==> src/rtl/apnh_pkg.sv <==
// apnh_pkg: shared constants, types and the hash step for the archive path-name hash
// used by apnh_front, apnh_queue, apnh_back and archive_path_name_hash
// no dependencies
package apnh_pkg;

   // longest name that still hashes reliably
   localparam int MaxLen = 1024;
   // character count saturates at MaxLen + 1
   localparam int CountWidth = $clog2(MaxLen + 2);

   // depth of the queue between front and back
   localparam int QueueDepth = 2;
   localparam int QueuePtrWidth = $clog2(QueueDepth);
   localparam int QueueCountWidth = $clog2(QueueDepth + 1);

   localparam logic [7:0] CharDot = 8'h2E;
   localparam logic [7:0] CharSlash = 8'h2F;
   localparam logic [7:0] CharBackslash = 8'h5C;
   localparam logic [7:0] CharUpperA = 8'h41;
   localparam logic [7:0] CharUpperZ = 8'h5A;
   localparam logic [7:0] CaseOffset = 8'h20;

   // packed extension text, dot first
   localparam logic [31:0] ExtTextNif = 32'h2E6E6966;
   localparam logic [31:0] ExtTextKf = 32'h002E6B66;
   localparam logic [31:0] ExtTextDds = 32'h2E646473;
   localparam logic [31:0] ExtTextWav = 32'h2E776176;

   typedef logic [2:0] ext_code_type;
   localparam ext_code_type ExtNone = 3'd0;
   localparam ext_code_type ExtNif = 3'd1;
   localparam ext_code_type ExtKf = 3'd2;
   localparam ext_code_type ExtDds = 3'd3;
   localparam ext_code_type ExtWav = 3'd4;

   // one finished name, handed from front to back
   typedef struct packed {
      logic too_long;
      logic has_ext;
      logic [CountWidth-1:0] stem_len;
      logic [7:0] stem_last;
      logic [7:0] stem_second;
      logic [7:0] stem_first;
      logic [31:0] stem_hash;
      logic [31:0] ext_hash;
      ext_code_type ext_code;
   } apnh_rec_type;

   // h * 0x1003f + c, mod 2^32, as shifts and adds
   function automatic logic [31:0] hash_step(input logic [31:0] h, input logic [7:0] c);
      hash_step = (h << 16) + (h << 6) - h + {24'd0, c};
   endfunction

endpackage

==> src/rtl/apnh_front.sv <==
// apnh_front: accepts path-name characters, normalizes them and keeps the running
// stem and extension state; emits one finished-name record per name
// depends on apnh_pkg
module apnh_front import apnh_pkg::*; (
   input  logic clock,
   input  logic reset,
   input  logic accept,
   input  logic [7:0] char_code,
   input  logic is_last,
   input  logic empty_name,
   output logic rec_push,
   output apnh_rec_type rec
);

   logic [CountWidth-1:0] count_ff, count_in, upd_count;
   logic [7:0] first_ff, first_in, upd_first;
   logic [7:0] prev_ff, prev_in;
   logic [7:0] bprev_ff, bprev_in;
   logic [31:0] dhash_ff, dhash_in, upd_dhash;
   logic dot_ff, dot_in, upd_dot;
   logic [CountWidth-1:0] snap_len_ff, snap_len_in, upd_snap_len;
   logic [7:0] snap_last_ff, snap_last_in, upd_snap_last;
   logic [7:0] snap_second_ff, snap_second_in, upd_snap_second;
   logic [7:0] snap_first_ff, snap_first_in, upd_snap_first;
   logic [31:0] snap_hash_ff, snap_hash_in, upd_snap_hash;
   logic [31:0] ext_hash_ff, ext_hash_in, upd_ext_hash;
   logic [31:0] ext_chars_ff, ext_chars_in, upd_ext_chars;
   logic [2:0] ext_len_ff, ext_len_in, upd_ext_len;
   logic overflow_ff, overflow_in, upd_overflow;
   logic [7:0] char_norm;
   logic finish;
   ext_code_type code;

   // lowercase and slash folding
   always_comb begin
      char_norm = char_code;
      if (char_code >= CharUpperA && char_code <= CharUpperZ) begin
         char_norm = char_code + CaseOffset;
      end else if (char_code == CharSlash) begin
         char_norm = CharBackslash;
      end
   end

   // state after this character
   always_comb begin
      upd_dot = dot_ff;
      upd_snap_len = snap_len_ff;
      upd_snap_last = snap_last_ff;
      upd_snap_second = snap_second_ff;
      upd_snap_first = snap_first_ff;
      upd_snap_hash = snap_hash_ff;
      upd_ext_hash = ext_hash_ff;
      upd_ext_chars = ext_chars_ff;
      upd_ext_len = ext_len_ff;
      if (char_norm == CharDot) begin
         upd_snap_len = count_ff;
         upd_snap_last = prev_ff;
         upd_snap_second = (count_ff > CountWidth'(2)) ? bprev_ff : 8'd0;
         upd_snap_first = first_ff;
         upd_snap_hash = dhash_ff;
         upd_dot = 1'b1;
         upd_ext_hash = {24'd0, char_norm};
         upd_ext_chars = {24'd0, char_norm};
         upd_ext_len = 3'd1;
      end else if (dot_ff) begin
         upd_ext_hash = hash_step(ext_hash_ff, char_norm);
         if (ext_len_ff < 3'd4) begin
            upd_ext_chars = {ext_chars_ff[23:0], char_norm};
         end
         if (ext_len_ff < 3'd5) begin
            upd_ext_len = ext_len_ff + 3'd1;
         end
      end
      upd_dhash = (count_ff >= CountWidth'(3)) ? hash_step(dhash_ff, bprev_ff) : dhash_ff;
      upd_first = (count_ff == '0) ? char_norm : first_ff;
      upd_count = (count_ff <= CountWidth'(MaxLen)) ? count_ff + CountWidth'(1) : count_ff;
      upd_overflow = overflow_ff | (upd_count > CountWidth'(MaxLen));
   end

   // extension classification
   always_comb begin
      code = ExtNone;
      if (upd_ext_len == 3'd4 && upd_ext_chars == ExtTextNif) code = ExtNif;
      if (upd_ext_len == 3'd3 && upd_ext_chars == ExtTextKf) code = ExtKf;
      if (upd_ext_len == 3'd4 && upd_ext_chars == ExtTextDds) code = ExtDds;
      if (upd_ext_len == 3'd4 && upd_ext_chars == ExtTextWav) code = ExtWav;
   end

   assign finish = accept && (is_last || empty_name);
   assign rec_push = finish;

   // finished-name record; an empty name gives the all-zero record
   always_comb begin
      rec = '0;
      if (!empty_name) begin
         rec.too_long = upd_overflow;
         rec.has_ext = upd_dot;
         rec.ext_hash = upd_ext_hash;
         rec.ext_code = code;
         if (upd_dot) begin
            rec.stem_len = upd_snap_len;
            rec.stem_last = upd_snap_last;
            rec.stem_second = upd_snap_second;
            rec.stem_first = upd_snap_first;
            rec.stem_hash = upd_snap_hash;
         end else begin
            rec.stem_len = upd_count;
            rec.stem_last = char_norm;
            rec.stem_second = (upd_count > CountWidth'(2)) ? prev_ff : 8'd0;
            rec.stem_first = upd_first;
            rec.stem_hash = upd_dhash;
         end
      end
   end

   always_comb begin
      count_in = count_ff;
      first_in = first_ff;
      prev_in = prev_ff;
      bprev_in = bprev_ff;
      dhash_in = dhash_ff;
      dot_in = dot_ff;
      snap_len_in = snap_len_ff;
      snap_last_in = snap_last_ff;
      snap_second_in = snap_second_ff;
      snap_first_in = snap_first_ff;
      snap_hash_in = snap_hash_ff;
      ext_hash_in = ext_hash_ff;
      ext_chars_in = ext_chars_ff;
      ext_len_in = ext_len_ff;
      overflow_in = overflow_ff;
      if (finish) begin
         count_in = '0;
         first_in = '0;
         prev_in = '0;
         bprev_in = '0;
         dhash_in = '0;
         dot_in = 1'b0;
         snap_len_in = '0;
         snap_last_in = '0;
         snap_second_in = '0;
         snap_first_in = '0;
         snap_hash_in = '0;
         ext_hash_in = '0;
         ext_chars_in = '0;
         ext_len_in = '0;
         overflow_in = 1'b0;
      end else if (accept) begin
         count_in = upd_count;
         first_in = upd_first;
         prev_in = char_norm;
         bprev_in = prev_ff;
         dhash_in = upd_dhash;
         dot_in = upd_dot;
         snap_len_in = upd_snap_len;
         snap_last_in = upd_snap_last;
         snap_second_in = upd_snap_second;
         snap_first_in = upd_snap_first;
         snap_hash_in = upd_snap_hash;
         ext_hash_in = upd_ext_hash;
         ext_chars_in = upd_ext_chars;
         ext_len_in = upd_ext_len;
         overflow_in = upd_overflow;
      end
   end

   always_ff @(posedge clock) begin
      if (reset) begin
         count_ff <= '0;
         first_ff <= '0;
         prev_ff <= '0;
         bprev_ff <= '0;
         dhash_ff <= '0;
         dot_ff <= 1'b0;
         snap_len_ff <= '0;
         snap_last_ff <= '0;
         snap_second_ff <= '0;
         snap_first_ff <= '0;
         snap_hash_ff <= '0;
         ext_hash_ff <= '0;
         ext_chars_ff <= '0;
         ext_len_ff <= '0;
         overflow_ff <= 1'b0;
      end else begin
         count_ff <= count_in;
         first_ff <= first_in;
         prev_ff <= prev_in;
         bprev_ff <= bprev_in;
         dhash_ff <= dhash_in;
         dot_ff <= dot_in;
         snap_len_ff <= snap_len_in;
         snap_last_ff <= snap_last_in;
         snap_second_ff <= snap_second_in;
         snap_first_ff <= snap_first_in;
         snap_hash_ff <= snap_hash_in;
         ext_hash_ff <= ext_hash_in;
         ext_chars_ff <= ext_chars_in;
         ext_len_ff <= ext_len_in;
         overflow_ff <= overflow_in;
      end
   end

   // a finished name leaves no trace for the next one
   assert property (@(posedge clock) disable iff (reset)
      finish |=> (count_ff == '0 && !dot_ff && dhash_ff == '0 && !overflow_ff))
      else $error("front state not cleared after finished name");

   // the count saturates and the flag follows it
   assert property (@(posedge clock) disable iff (reset)
      (count_ff <= CountWidth'(MaxLen + 1)) &&
      (overflow_ff == (count_ff > CountWidth'(MaxLen))))
      else $error("character count or overflow flag out of step");

endmodule

==> src/rtl/apnh_queue.sv <==
// apnh_queue: short queue of finished-name records between front and back
// depends on apnh_pkg
module apnh_queue import apnh_pkg::*; (
   input  logic clock,
   input  logic reset,
   input  logic push,
   input  apnh_rec_type push_rec,
   output logic full,
   input  logic pop,
   output logic empty,
   output apnh_rec_type pop_rec
);

   apnh_rec_type entry_ff [QueueDepth];
   logic [QueuePtrWidth-1:0] wr_ptr_ff, wr_ptr_in;
   logic [QueuePtrWidth-1:0] rd_ptr_ff, rd_ptr_in;
   logic [QueueCountWidth-1:0] count_ff, count_in;
   logic do_push, do_pop;

   assign full = (count_ff == QueueCountWidth'(QueueDepth));
   assign empty = (count_ff == '0);
   assign do_push = push && !full;
   assign do_pop = pop && !empty;
   assign pop_rec = entry_ff[rd_ptr_ff];

   always_comb begin
      wr_ptr_in = wr_ptr_ff;
      rd_ptr_in = rd_ptr_ff;
      count_in = count_ff;
      if (do_push) begin
         wr_ptr_in = (wr_ptr_ff == QueuePtrWidth'(QueueDepth - 1)) ? '0
                     : wr_ptr_ff + QueuePtrWidth'(1);
      end
      if (do_pop) begin
         rd_ptr_in = (rd_ptr_ff == QueuePtrWidth'(QueueDepth - 1)) ? '0
                     : rd_ptr_ff + QueuePtrWidth'(1);
      end
      if (do_push && !do_pop) begin
         count_in = count_ff + QueueCountWidth'(1);
      end else if (do_pop && !do_push) begin
         count_in = count_ff - QueueCountWidth'(1);
      end
   end

   always_ff @(posedge clock) begin
      if (do_push) begin
         entry_ff[wr_ptr_ff] <= push_rec;
      end
   end

   always_ff @(posedge clock) begin
      if (reset) begin
         wr_ptr_ff <= '0;
         rd_ptr_ff <= '0;
         count_ff <= '0;
      end else begin
         wr_ptr_ff <= wr_ptr_in;
         rd_ptr_ff <= rd_ptr_in;
         count_ff <= count_in;
      end
   end

   // front only pushes when there is room
   assert property (@(posedge clock) disable iff (reset) !(push && full))
      else $error("record pushed into full queue");

   // occupancy matches the pointer distance
   assert property (@(posedge clock) disable iff (reset)
      (count_ff <= QueueCountWidth'(QueueDepth)) &&
      ((count_ff == '0 || count_ff == QueueCountWidth'(QueueDepth)) ==
       (wr_ptr_ff == rd_ptr_ff)))
      else $error("queue pointers and count disagree");

endmodule

==> src/rtl/apnh_back.sv <==
// apnh_back: turns a finished-name record into the 64-bit name hash and holds it
// in the result register until popped
// depends on apnh_pkg
module apnh_back import apnh_pkg::*; (
   input  logic clock,
   input  logic reset,
   input  logic q_empty,
   input  apnh_rec_type q_rec,
   output logic q_pop,
   output logic rsp_empty,
   input  logic rsp_pop,
   output logic [63:0] rsp_name_hash,
   output logic rsp_too_long
);

   logic valid_ff, valid_in;
   logic [63:0] hash_ff, hash_in;
   logic too_long_ff, too_long_in;
   logic [63:0] h_stem, h_sum;
   logic [7:0] mix_b0, mix_b1, mix_b3;
   logic take;

   // stem bytes, then stem and extension hashes in the upper word
   always_comb begin
      h_stem = '0;
      if (q_rec.stem_len != '0) begin
         h_stem = {56'd0, q_rec.stem_last}
                + {48'd0, q_rec.stem_second, 8'd0}
                + (64'(q_rec.stem_len) << 16)
                + {32'd0, q_rec.stem_first, 24'd0};
         if (q_rec.stem_len > CountWidth'(3)) begin
            h_stem = h_stem + {q_rec.stem_hash, 32'd0};
         end
      end
      h_sum = q_rec.has_ext ? h_stem + {q_rec.ext_hash, 32'd0} : h_stem;
   end

   // known extensions fold their code into bytes 3, 1 and 0
   always_comb begin
      mix_b3 = h_sum[31:24] + {q_rec.ext_code[2], 7'd0};
      mix_b1 = h_sum[15:8] + {q_rec.ext_code[0], 7'd0};
      mix_b0 = h_sum[7:0] + {q_rec.ext_code[1], 7'd0};
      hash_in = h_sum;
      if (q_rec.has_ext && q_rec.ext_code != ExtNone) begin
         hash_in = {h_sum[63:32], mix_b3, h_sum[23:16], mix_b1, mix_b0};
      end
      too_long_in = q_rec.too_long;
   end

   assign take = !q_empty && (!valid_ff || rsp_pop);
   assign q_pop = take;
   assign valid_in = take || (valid_ff && !rsp_pop);

   always_ff @(posedge clock) begin
      if (take) begin
         hash_ff <= hash_in;
         too_long_ff <= too_long_in;
      end
   end

   always_ff @(posedge clock) begin
      if (reset) begin
         valid_ff <= 1'b0;
      end else begin
         valid_ff <= valid_in;
      end
   end

   assign rsp_empty = !valid_ff;
   assign rsp_name_hash = hash_ff;
   assign rsp_too_long = too_long_ff;

endmodule

==> src/rtl/archive_path_name_hash.sv <==
// archive_path_name_hash: top level of the streaming archive path-name hash
// depends on apnh_pkg, apnh_front, apnh_queue and apnh_back
//
// one path-name character per request enters through a queue-style port (req_push,
// req_full) and one 64-bit archive name hash per finished name leaves through
// another (rsp_empty, rsp_pop). characters are lowercased, '/' becomes '\', and the
// name is split at its last dot; the low word carries the stem's last, second-last
// and first characters and its length, the high word the 0x1003f multiplicative
// hashes of the stem middle and of the extension, and .nif/.kf/.dds/.wav fold a code
// into the low bytes. req_empty_name ends an empty name and yields a zero hash.
// a name of more than MaxLen characters sets rsp_too_long. a character is taken
// every cycle that req_full is low: the front updates its running state with one
// shift-and-add step of each hash per character, so the rate is one request per
// cycle while req_full is low. a finished name is written into a two-entry record
// queue and its hash moves on into the result register once that is free; req_full
// rises only when two finished names wait behind a stalled result register.
module archive_path_name_hash import apnh_pkg::*; (
   input  logic clock,
   input  logic reset,
   input  logic req_push,
   output logic req_full,
   input  logic [7:0] req_char_code,
   input  logic req_is_last,
   input  logic req_empty_name,
   output logic rsp_empty,
   input  logic rsp_pop,
   output logic [63:0] rsp_name_hash,
   output logic rsp_too_long
);

   logic accept;
   logic rec_push;
   apnh_rec_type rec;
   logic q_full, q_empty, q_pop;
   apnh_rec_type q_rec;

   // full is conservative: ordinary characters never need queue room
   assign req_full = q_full;
   assign accept = req_push && !q_full;

   // front: normalize, track stem and extension, build the record
   apnh_front u_front (
      .clock      (clock),
      .reset      (reset),
      .accept     (accept),
      .char_code  (req_char_code),
      .is_last    (req_is_last),
      .empty_name (req_empty_name),
      .rec_push   (rec_push),
      .rec        (rec)
   );

   // records of finished names waiting for the back
   apnh_queue u_queue (
      .clock    (clock),
      .reset    (reset),
      .push     (rec_push),
      .push_rec (rec),
      .full     (q_full),
      .pop      (q_pop),
      .empty    (q_empty),
      .pop_rec  (q_rec)
   );

   // back: final combine and result register
   apnh_back u_back (
      .clock         (clock),
      .reset         (reset),
      .q_empty       (q_empty),
      .q_rec         (q_rec),
      .q_pop         (q_pop),
      .rsp_empty     (rsp_empty),
      .rsp_pop       (rsp_pop),
      .rsp_name_hash (rsp_name_hash),
      .rsp_too_long  (rsp_too_long)
   );

endmodule
==> config.mk <==
export PLATFORM = sky130hd
export DESIGN_NAME = archive_path_name_hash
export DESIGN_NICKNAME = d
export VERILOG_FILES = /design/src/rtl/apnh_pkg.sv /design/src/rtl/apnh_front.sv /design/src/rtl/apnh_queue.sv /design/src/rtl/apnh_back.sv /design/src/rtl/archive_path_name_hash.sv
export SDC_FILE = /design/constraint.sdc
export NUM_CORES = 1
export LEC_CHECK = 0
export BUFFER_PORTS_ARGS = -buffer_cell sky130_fd_sc_hd__buf_2
export CAP_MARGIN = 15
export CORE_UTILIZATION = 60
export DETAILED_ROUTE_END_ITERATION = 10
export GPL_TIMING_DRIVEN = 0
export PLACE_DENSITY = 0.77
export SLEW_MARGIN = 10
export SYNTH_ARGS = -nofsm -noshare
export SYNTH_HDL_FRONTEND = slang
export SYNTH_SLANG_ARGS = --single-unit
==> constraint.sdc <==
create_clock -name clock -period 15.9 [get_ports clock]
set_input_delay 0.795 -clock clock [delete_from_list [all_inputs] [get_ports clock]]
set_output_delay 0.795 -clock clock [all_outputs]
set_load 0.02 [all_outputs]
==> results of run 1 <==
[synth_stat cells (all sizes together) (24+ instances only)]
master,n
mux2i,81
fa,38
clkbuf,96
and2,24
a21o,32
ha,130
a21oi,262
xnor2,82
nand2b,38
a211oi,62
nand3,56
inv,172
edfxtp,273
dfxtp,209
and3,25
o21ai,119
nor2,308
nand2,335
nor3,39
a22oi,37
buf,61
xor2,51
mux2,61
[logic make-up (layout without fill, tap and decap cells)]
family / count (synthesis) / count (layout) / share of synthesized area
buffers and inverters: 329 / 500 / 0.0485
muxes: 142 / 142 / 0.0544
adders and majority gates: 168 / 168 / 0.0867
xor gates and xnor gates: 133 / 133 / 0.0428
DFF: 482 / 482 / 0.450
AOI/OAI and AO/OA: 699 / 699 / 0.164
and+or+nand+nor: 933 / 933 / 0.154
[sequential cells by signal, indices dropped and copies added, names as in the netlist, 11 cells and up, named ones only]
register	count
u_front.dhash_ff	32
u_front.ext_chars_ff	32
u_front.snap_len_ff	11
u_front.snap_hash_ff	32
u_back.rsp_name_hash	64
u_front.count_ff	11
u_front.ext_hash_ff	32
u_queue.entry_ff	208
[stage by stage]
step	cells	cell area (sq um)	power (W)	utilization	worst slack [ns]
detailed placement	3567	28800	0.00364	0.637	6.87
global route	3657	30400	0.00503	0.671	6.36
floorplan	2886	27500	0.00305	-	9.21
global placement	3561	28700	0.00358	0.633	6.87
CTS	3657	30400	0.00479	0.671	6.82
finish	3657	30400	0.00484	0.671	6.68
[per-layer routing]
layer | vias to the layer above | GRT usage | part of all wire
li1 | 10558 | - | -
met5 | - | 0 | 0.00015
met4 | 2 | 0.167 | 0.047
met2 | 1389 | 0.550 | 0.43
met1 | 11301 | 0.525 | 0.41
met3 | 235 | 0.0699 | 0.11
[cells in the final DEF, fill, tap and decap left out, types with 10 or more instances in the layout]
cell,synthesis,final
nand2_1,331,331
nor2_1,304,303
edfxtp_1,273,273
a21oi_1,258,258
dfxtp_1,209,209
inv_1,171,170
ha_1,130,130
buf_2,45,120
clkbuf_1,96,107
o21ai_0,103,103
mux2i_1,81,81
xnor2_1,80,80
mux2_2,61,61
a211oi_1,59,59
nand3_1,53,53
xor2_1,51,51
clkbuf_16,0,49
nand2b_1,38,38
fa_1,38,38
nor3_1,37,37
a22oi_1,37,37
a21o_1,32,32
and3_1,25,25
and2_1,23,22
nor2b_1,22,22
a31oi_1,22,22
nor4_1,21,21
or3_1,16,16
o211ai_1,16,16
a221oi_1,16,16
o31ai_1,15,15
clkinv_2,0,14
o21ai_1,13,13
o21a_1,13,13
nand4_1,11,11
a22o_1,10,10
[power by group]
group / internal (W) / total, W / switching (W)
clock network: 0.000623 / 0.00115 / 0.000527
logic: 0.000734 / 0.00205 / 0.00132
registers: 0.00156 / 0.00164 / 0.0000764
total: 0.00292 / 0.00484 / 0.00192
[final cells by class]
class	instances	area [sq um]	area share
inverter	172	648	0.0213
timing repair buffer	81	526	0.0173
clock buffer	63	1310	0.0431
buffer	157	691	0.0227
tap	600	751	0.0247
sequential	482	12400	0.407
multi-input combinational	2075	13800	0.455
clock inverter	27	262	0.00860
[worst register-to-register path: cells and delay by family, from the launching register on]
family                   cells  cell delay (ns)
flip-flops                   1             0.48
adder cells (fa/ha/maj)      4             1.27
AO/OA/AOI/OAI                9             2.23
multiplexers                 2             0.68
buffers and inverters        8             2.52
AND/OR/NAND/NOR              7             1.49
XOR/XNOR                     2             0.31
[how the worst max path moves through the flow]
stage	start	endpoint	slack (ns)
global route	flop	u_back.rsp_name_hash[61]	6.36
detailed placement	flop	u_back.rsp_name_hash[61]	6.87
floorplan	flop	u_back.rsp_name_hash[61]	9.21
finish	flop	u_back.rsp_name_hash[61]	6.68
global placement	req_push	u_queue.entry_ff[0][78]	6.87
CTS	flop	u_back.rsp_name_hash[61]	6.82
==> impl_metrics.toml, run 1 <==
[yosys]
synthCells = 2886
avgSynthCellArea_sq_um = 9.54
synth-main-ff-cell = "edfxtp_1"
ys_ff_latch = 482
synthTopCellsByArea = "edfxtp_1 30%, dfxtp_1 15%, ha_1 5.9%"
seq_area_frac_synth = 0.450
synth_warnings = 0
yosys.area.top_type = "edfxtp_1"
synth_edf_count = 273
synth_cell_types = 94
synth_nets = 3068
async_reset_ff_frac = 0
synth_area_sq_um = 27500
yosys.area.top_type_share = 0.298

[worst_setup_path]
cpPeakStageDelay_ns = 0.58
reg2reg_depth = 32
crit_slowest_cell = "nor4_1"
crit_arrival_ns = 9.61
critPathLaunchType = "flop"
r2r-end = "u_back.rsp_name_hash[61]"
cp_num_cells = 32
critical_path.top_delay_family = "buffers and inverters"
critPathRequiredTime_ns = 16.29
crit_path_end_kind = "flop"
worst-r2r-setup-slack_ns = 6.68
path_max_fanout = 10
crit_top_cell = "ha_1"
crit_type = "flop to flop"
crit_buf_inv = 8

[global_routing]
antenna_found_initial = 1
grt_overflow = 0
grt_pass1_wl_um = 131000
grt_max_degree = 66
grtUsageTotal = 0.370
grt_pass1_vias = 21892

[die]
core-area_sq_um = 45300
start_util = 0.608
die_h_um = 216
die_w_um = 216
die-area_sq_um = 46800
std_cell_rows = 78
ios = 81

[hold_path]
hold_end = "u_front.snap_hash_ff[15]"
hold_depth = 2
hold_class = "flop to flop"
worst_hold_startpoint = "u_front.snap_hash_ff[15]"

[drt]
drtAntennaViolNets = 0
routedWlPerCell_um = 24.0
viasPerCell = 6.42
drtPass1Iterations = 11
drt_iter0_drc = 3193
vias = 23485
finalWirelength_um = 87900
drc_errors = 2

[final_layout]
fillers = 3630
nets = 3200
area_delta_synth_final_pct = 10.4
drive_above_1_share = 0.105
n_antenna_cell = 0

[pwr]
p_leak_nw = 11.4
powerDensity_nw_per_um2 = 159
max-vdd-ir-drop_mv = 0.140

[cts]
cts_tree = "built"
postCtsHoldBufs = 0
clk_pin_slew_ns = 0.06
clock_path_buffers = 3
cts_resized = 0
post-cts-setup-buffers = 0
cts_buffers = 49
cts_sinks = 482
cts_htree_levels = 2
cts_root_buf = "clkbuf_16"
clk_latency_ns = 0.63

[timing]
worst_hold_slack_ns = 0.451
clock_skew_ns = 0.0447
tightestPinTransition_ns = 1.33
max_freq_ghz = 0.108
timing.setup.tns_ns = 0
rsz0062_at_grt = "no"
hold_viol_final = 0
slew_headroom = 0.114
fin_crit_ns = 9.22
drv_slew = 0
min_period_over_period = 0.580
finalSetupViolCount = 0

[placement]
hpwl_um = 65100
port_buffers = 75
place_congestion = 0.985

[outcome]
status = "complete, but fails checks"
violations = "design-rule violations"

[flow_run]
drv_cap = 0
Power figures use the tool's default switching activity.
==> run 2: changes to the inputs <==
Settings changed: CORE_UTILIZATION 60 to 57.
Clock period 15.9 ns to 8.3 ns, I/O delays scaled along.
==> run 2 against run 1 <==
The run now ends clean. Critical path depth decreased by 2. Via count is 2.5% lower. First-iteration DRC count fell by 22%. Sequential power grew 91%. Register-to-register slack got worse by 6.0 ns. Non-clock buffer count down 2. Power up 95%. Clock power increased by 110%.
==> impl_metrics.toml, run 2 (same netlist as run 1, synthesis figures left out) <==
[worst_setup_path]
cpPeakStageDelay_ns = 0.46
crit_path_end_kind = "flop"
worst-r2r-setup-slack_ns = 0.68
path_max_fanout = 19
r2r-end = "u_back.rsp_name_hash[61]"
crit_top_cell = "ha_1"
crit_arrival_ns = 7.99
critPathLaunchType = "flop"
reg2reg_depth = 30
critical_path.top_delay_family = "compound AO/OA/AOI/OAI gates"
crit_type = "flop to flop"
crit_buf_inv = 6
critPathRequiredTime_ns = 8.67
crit_slowest_cell = "dfxtp_1"

[cts]
clock_path_buffers = 3
post-cts-setup-buffers = 0
cts_sinks = 482
cts_buffers = 51
clk_pin_slew_ns = 0.06
cts_tree = "built"
postCtsHoldBufs = 0
cts_htree_levels = 2
clk_latency_ns = 0.63
cts_root_buf = "clkbuf_16"

[final_layout]
largest_reg_flops = 208
multi_input_area_sq_um = 13800
final_cells = 3675
regMostFlops = "u_queue.entry_ff"
area_delta_synth_final_pct = 11.2
layout_common_cells = "331 x nand2_1, 303 x nor2_1, 273 x edfxtp_1, 258 x a21oi_1, 209 x dfxtp_1"
mostFrequentLayoutCell = "nand2_1"
nets = 3200
drive_above_1_share = 0.107
n_antenna_cell = 0
fillers = 3819
seqCellArea_sq_um = 12400

[drt]
drt_iter0_drc = 2498
drtPass1Iterations = 6
drtAntennaViolNets = 0
vias = 22908
routedWlPerCell_um = 23.8
drc_errors = 0
finalWirelength_um = 87400
viasPerCell = 6.23

[global_routing]
grt_overflow = 0
grtUsageTotal = 0.349
antenna_found_initial = 1
grt_pass1_wl_um = 130000
grt_pass1_vias = 21807
grt_max_degree = 67

[pwr]
p_clk_frac = 0.258
powerDensity_nw_per_um2 = 309
max-vdd-ir-drop_mv = 0.234
p_comb_frac = 0.409
intPower_w = 0.00582
p_leak_nw = 11.5
power.share.sequential = 0.332
switching_share = 0.384
power_switching_w = 0.00363

[hold_path]
worst_hold_startpoint = "rsp_pop"
hold_class = "input port to flop"
hold_depth = 3
hold_end = "u_back.valid_ff"

[timing]
slew_headroom = 0.169
timing.setup.tns_ns = 0
clock_skew_ns = 0.0458
fin_crit_ns = 7.62
hold_viol_final = 0
tightestPinTransition_ns = 1.25
min_period_over_period = 0.918
drv_slew = 0
finalSetupViolCount = 0
rsz0062_at_grt = "no"
max_freq_ghz = 0.131

[placement]
port_buffers = 75
hpwl_um = 66400
place_congestion = 0.998
dp.cells = 3582

[die]
start_util = 0.577
die_w_um = 222
die-area_sq_um = 49200
ios = 81
die_h_um = 222
core-area_sq_um = 47700
std_cell_rows = 80

[outcome]
status = "finished clean"

[flow_run]
drv_cap = 0
## run 2: cell types whose count changed in the layout (fill, tap and decap cells not counted), sizes merged
cell and delta:
clkinv +1, clkinvlp -2, buf -2, bufinv +6
## run 2: what timing repair did
action,in CTS,in global routing
gates resized for setup,4,1
cloned,0,0
endpoints found under the setup margin,14,8
pin swaps,0,1
## run 2: power groups by stage
stage | Clock [W] | Sequential [W] | Combinational, W
4_1_cts | 0.00246 | 0.00314 | 0.00381
6_report | 0.00244 | 0.00314 | 0.00387
2_1_floorplan | 0 | 0.00338 | 0.00247
5_1_grt | 0.00254 | 0.00317 | 0.00415
3_5_place_dp | 0 | 0.00319 | 0.00377
3_3_place_gp | 0 | 0.00322 | 0.00365
## run 2: stage by stage
step	worst slack [ns]	total power, W	hold WS [ns]	instance area (sq um)	utilization
finish	0.677	0.00945	0.107	30600	0.641
global route	0.209	0.00986	0.144	30600	0.641
CTS	0.00253	0.00941	0.101	30600	0.642
detailed placement	-0.699	0.00696	0.442	28800	0.603
global placement	-0.767	0.00687	0.436	28700	0.601
floorplan	1.61	0.00585	0.431	27500	-
## run 2: metal layers
layer / vias to the layer above / global-route usage / part of all wire / wire, um
met5: - / 0 / 0.00015 / 13
met4: 2 / 0.152 / 0.043 / 3800
met3: 196 / 0.0946 / 0.11 / 9250
met2: 1187 / 0.524 / 0.43 / 37900
met1: 10975 / 0.473 / 0.42 / 36500
li1: 10548 / - / - / -
## run 2: tightest hold or removal path: stages
cell and delay (ns):
buf_2 0.07, nand2b_1 0.10, a21oi_1 0.06
## run 2: worst max path at each step
stage	to	cells past startpoint	slack, ns	startpoint
after floorplan	u_back.rsp_name_hash[61]	32	1.61	flop
after global placement	u_back.rsp_name_hash[61]	29	-0.77	flop
after detailed placement	u_back.rsp_name_hash[61]	32	-0.70	flop
after CTS	u_back.rsp_name_hash[61]	32	0.003	flop
after global routing	u_back.rsp_name_hash[61]	30	0.21	flop
final	u_back.rsp_name_hash[61]	30	0.68	flop
## run 2: cell type report
class,count,share of cell area
Clock buffer,63,0.0448
Sequential cell,482,0.404
Timing Repair Buffer,81,0.0161
Inverter,172,0.0212
Tap cell,615,0.0251
Multi-Input combinational cell,2075,0.452
Buffer,155,0.0224
Clock inverter,32,0.0140
